File: config.mk
export PLATFORM = sky130hd
export DESIGN_NAME = bpv_ctrl
export DESIGN_NICKNAME = d
export VERILOG_FILES = /design/src/rtl/bpv_pkg.sv /design/src/rtl/bpv_ctrl.sv
export SDC_FILE = /design/constraint.sdc
export NUM_CORES = 1
export LEC_CHECK = 0
export ABC_AREA = 1
export BUFFER_PORTS_ARGS = -buffer_cell sky130_fd_sc_hd__buf_4
export CAP_MARGIN = 20
export CORE_MARGIN = 4
export CORE_UTILIZATION = 44
export DETAILED_ROUTE_END_ITERATION = 8
export PLACE_DENSITY = 0.73
export SYNTH_ARGS = -nofsm -noshare
export SYNTH_HDL_FRONTEND = slang
export SYNTH_SLANG_ARGS = --single-unit
export TNS_END_PERCENT = 30
File: constraint.sdc
create_clock -name aclk -period 1.2 [get_ports aclk]
set_input_delay 0.12 -clock aclk [delete_from_list [all_inputs] [get_ports aclk]]
set_output_delay 0.12 -clock aclk [all_outputs]
set_load 0.02 [all_outputs]
File: src/rtl/bpv_pkg.sv
package bpv_pkg;

    localparam int PROFILE_MAX_DEF   = 1024;
    localparam int ALPHABET_SIZE_DEF = 21;
    localparam int SCORE_BITS_DEF    = 32;
    localparam int TRANS_KINDS       = 7;

    localparam logic [2:0] CMD_START  = 3'd0;
    localparam logic [2:0] CMD_LOAD_M = 3'd1;
    localparam logic [2:0] CMD_LOAD_I = 3'd2;
    localparam logic [2:0] CMD_LOAD_T = 3'd3;
    localparam logic [2:0] CMD_SCORE  = 3'd4;

    localparam logic [1:0] REG_PROFILE_LENGTH  = 2'd0;
    localparam logic [1:0] REG_LOCAL_MODE      = 2'd1;
    localparam logic [1:0] REG_BAND_HALF_WIDTH = 2'd2;

    typedef enum logic [2:0] {
        ST_IDLE,
        ST_CLEAR,
        ST_LOAD,
        ST_SETUP,
        ST_SCORE,
        ST_DRAIN1,
        ST_DRAIN2,
        ST_FINISH
    } bpv_state_t;

    typedef struct packed {
        logic latch;
        logic setup;
        logic load;
        logic clr_issue;
        logic score_issue;
        logic finish;
    } bpv_cmd_t;

    typedef struct packed {
        logic out_free;
    } bpv_stat_t;

endpackage

File: src/rtl/bpv_ctrl.sv
module bpv_ctrl #(
    parameter int PROFILE_MAX = 1024
) (
    input  logic                             aclk,
    input  logic                             aresetn,
    input  logic                             s_valid,
    input  logic [2:0]                       s_command,
    output logic                             s_ready,
    output bpv_pkg::bpv_cmd_t                cmd,
    output logic [$clog2(PROFILE_MAX+1)-1:0] k,
    input  bpv_pkg::bpv_stat_t               stat
);
    import bpv_pkg::*;

    localparam int NW = $clog2(PROFILE_MAX + 1);

    bpv_state_t    state_reg, state_next;
    logic [NW-1:0] k_reg, k_next;
    logic          last;

    assign last = (k_reg == NW'(PROFILE_MAX));
    assign k    = k_reg;

    always_ff @(posedge aclk) begin
        if (!aresetn) begin
            state_reg <= ST_IDLE;
            k_reg     <= '0;
        end else begin
            state_reg <= state_next;
            k_reg     <= k_next;
        end
    end

    always_comb begin
        state_next = state_reg;
        unique case (state_reg)
            ST_IDLE: begin
                if (s_valid) begin
                    unique case (s_command)
                        CMD_START:  state_next = ST_CLEAR;
                        CMD_LOAD_M, CMD_LOAD_I, CMD_LOAD_T: state_next = ST_LOAD;
                        CMD_SCORE:  state_next = ST_SETUP;
                        default:    state_next = ST_IDLE;
                    endcase
                end
            end
            ST_CLEAR:  if (last) state_next = ST_IDLE;
            ST_LOAD:   state_next = ST_IDLE;
            ST_SETUP:  state_next = ST_SCORE;
            ST_SCORE:  if (last) state_next = ST_DRAIN1;
            ST_DRAIN1: state_next = ST_DRAIN2;
            ST_DRAIN2: state_next = ST_FINISH;
            ST_FINISH: if (stat.out_free) state_next = ST_IDLE;
            default:   state_next = ST_IDLE;
        endcase
    end

    always_comb begin
        cmd     = '0;
        s_ready = 1'b0;
        k_next  = '0;
        unique case (state_reg)
            ST_IDLE: begin
                s_ready   = 1'b1;
                cmd.latch = s_valid;
            end
            ST_CLEAR: begin
                cmd.clr_issue = 1'b1;
                k_next        = k_reg + 1'b1;
            end
            ST_LOAD:  cmd.load  = 1'b1;
            ST_SETUP: cmd.setup = 1'b1;
            ST_SCORE: begin
                cmd.score_issue = 1'b1;
                k_next          = k_reg + 1'b1;
            end
            ST_DRAIN1, ST_DRAIN2: ;
            ST_FINISH: cmd.finish = stat.out_free;
            default: ;
        endcase
    end
endmodule

==> flow_metrics.py <==
metrics = {
    "timing": {
        "clock_skew_ns": 0.002244,
        "rsz0062_at_grt": "true",
        "fin_setup_tns_ns": -0.5830,
        "fmax_ghz": 0.7762,
        "tightest_slew_ns": 0.3960,
        "drv_slew": 0,
        "period_share": 1.074,
        "fin_crit_ns": 1.288,
        "slew_headroom": 0.7332,
        "fin_ws_ns": -0.08826,
        "hold_viol": 0,
        "setup-violations-final": 9,
        "holdWs_ns": 0.08537,
    },
    "global_routing": {
        "antenna_found_initial": 0,
        "grt_usage": 0.1903,
        "grt_pass1_vias": 900,
        "grt_pass1_wl_um": 3774,
        "grt_start_max_net_pins": 12,
        "grt.overflow.total": 0,
    },
    "drt": {
        "vias": 886,
        "drt_iter0_drc": 5,
        "avgRoutedWirePerCell_um": 12.33,
        "wl_um": 2294,
        "post-route-drc-count": 0,
        "first_pass_iters": 4,
        "viasPerCell": 4.763,
        "ant_nets": 0,
    },
    "clock_tree": {
        "cts_root_buf": "clkbuf_4",
        "clock_sinks": 14,
        "cts_hold_buf": 0,
        "h-tree-depth": 1,
        "cts_buffer_depth": 2,
        "cts_tree": "built",
        "clk-insertion-delay-late_ns": 0.29,
        "numCtsBuffers": 3,
        "clk_pin_slew_ns": 0.09,
    },
    "final_layout": {
        "fill_cells": 151,
        "seqCellArea_um2": 300.3,
        "finalNonFillerCells": 186,
        "num-nets-final": 171,
        "largest_reg_flops": 11,
        "area_growth_syn_to_layout_pct": 60.46,
        "n_antenna_cell": 0,
        "drive_above_1_share": 0.5652,
        "multi_input_area_um2": 549.3,
        "fin_area_um2": 1305,
    },
    "placed_design": {
        "dpl_cell_area_um2": 1086,
        "port_buffers": 24,
        "gp_congestion": 0.9028,
        "placed_cells": 178,
        "dp_hpwl_um": 1560,
    },
    "floorplanning": {
        "ios": 25,
        "die_h_um": 50.99,
        "coreArea_um2": 1745,
        "die-area_um2": 2600,
        "start_util": 0.4659,
        "dieWidth_um": 50.99,
        "row_count": 15,
    },
    "synth": {
        "ys_ff_latch": 14,
        "synth.top_cells.by_count": "nand2_1 (26), inv_1 (22), nor2_1 (18), dfxtp_1 (14), nor2_2 (8)",
        "yosysSeqAreaShare": 0.3446,
        "synth_top_cell_by_area": "dfxtp_1",
        "synth_area_leaders": "dfxtp_1 (34%), nand2_1 (12%), inv_1 (10%), nor2_1 (8.3%), nor2_2 (6.2%)",
        "syn_inst": 121,
        "yosysMostFrequentCell": "nand2_1",
        "synth_top_area_frac": 0.3446,
        "synth_cell_types": 20,
        "netlist_area_um2": 813.3,
        "synth_nets": 130,
        "synthFlopType": "dfxtp_1",
        "yosysWarnings": 0,
        "synth-edff-count": 0,
        "ys_async_sr_fraction": 0,
        "syn_area_per_cell_um2": 6.721,
    },
    "worst_setup_path": {
        "cp_max_fo": 3,
        "worstRegToRegCells": 10,
        "path_class": "register to output pin",
        "cp-end-kind": "output pin",
        "cp.required_ns": 1.08,
        "timing.critical_path.from_type": "register",
        "worstPathArrival_ns": 1.17,
    },
    "power": {
        "leakage_nw": 0.6076,
        "power-per-cell-area_nw_per_um2": 1652,
        "finalPower_w": 0.002156,
        "vdd_ir_drop_max_mv": 1.179,
    },
    "run_status": {
        "status": "finished with violations",
        "violations": "negative setup slack",
    },
    "run": {
        "cap_viol_max_count": 0,
    },
    "worst_hold_path": {
        "hold_path_class": "input port to register",
        "hold_depth": 3,
    },
}
[cell families (layout without fill, tap and decap cells)]
logic type | after synthesis | in the layout | share of synthesized area
AOI/OAI and AO/OA | 8 | 8 | 0.05845
xor gates and xnor gates | 4 | 4 | 0.04307
adders and majority gates | 2 | 2 | 0.03076
buffers and inverters | 24 | 64 | 0.1200
DFF | 14 | 14 | 0.3446
and+or+nand+nor | 69 | 69 | 0.4031
[cells in the final DEF, fill, tap and decap left out]
cell and count:
buf_4 32, nand3b_1 1, nand2_2 11, ha_1 1, nand3_1 5, nor3b_2 1, clkbuf_8 1, dfxtp_2 4
dfxtp_1 6, inv_4 2, nor2_2 6, inv_2 5, nor3_2 3, ha_4 1, xor2_1 4, nand2_1 17
nand3_2 1, nor2_4 6, buf_6 5, o21ai_1 1, dfxtp_4 4, o21ai_4 1, inv_1 16, o21ai_0 2
nor2_1 14, nand2_4 3, o21ai_2 1, clkbuf_4 3, a21oi_1 3, nor4_2 1
[layer usage]
| metal | wire, um | global-route usage | vias up |
|---|---|---|---|
| li1 | - | - | 442 |
| met4 | 45 | 0.05381 | 0 |
| met1 | 942 | 0.2268 | 409 |
| met5 | 0 | 0 | - |
| met2 | 1161 | 0.3176 | 27 |
| met3 | 143 | 0.06997 | 8 |
[worst paths after layout]
| path | from | endpoint | slack, ns |
|---|---|---|---|
| max reg2reg | k[1]$_SDFF_PN0_ | state_reg[0]$_SDFFE_PN0P_ | -0.08 |
| max | state_reg[1]$_SDFFE_PN0P_ | cmd[5] | -0.09 |
| min | aresetn | state_reg[1]$_SDFFE_PN0P_ | 0.09 |
| min reg2reg | k[6]$_SDFF_PN0_ | k[6]$_SDFF_PN0_ | 0.52 |
[timing repair]
action	in CTS	in global routing
setup buffers	4	0
endpoints found under the setup margin	11	19
resized for setup	19	31
pin swaps	5	8
[critical path, stage by stage (launching register included)]
cell and delay [ns]:
dfxtp_2 0.36, nor2_4 0.14, nand2_2 0.07, buf_6 0.12, nor2_4 0.07, buf_6 0.11
[metrics by stage]
stage               utilization  worst slack, ns
CTS                      0.6968         -0.04525
finish                   0.7477         -0.08826
detailed placement       0.6222         -0.05525
global route             0.7477          -0.1658
floorplan                     -         -0.01031
global placement         0.6222          0.03038
[report_power, final]
part	total (W)	switching [W]	internal, W
clock	0.000353	0.000168	0.000185
sequential	0.000603	0.0000776	0.000526
combinational	0.00120	0.000651	0.000548
total	0.00216	0.000897	0.00126
[cell type report]
cell class	instances	share of cell area
Sequential cell	14	0.2301
Timing Repair Buffer	37	0.2272
Multi-Input combinational cell	83	0.4209
Tap cell	25	0.02397
Clock buffer	4	0.02780
Inverter	23	0.06999
Power figures use the tool's default switching activity.
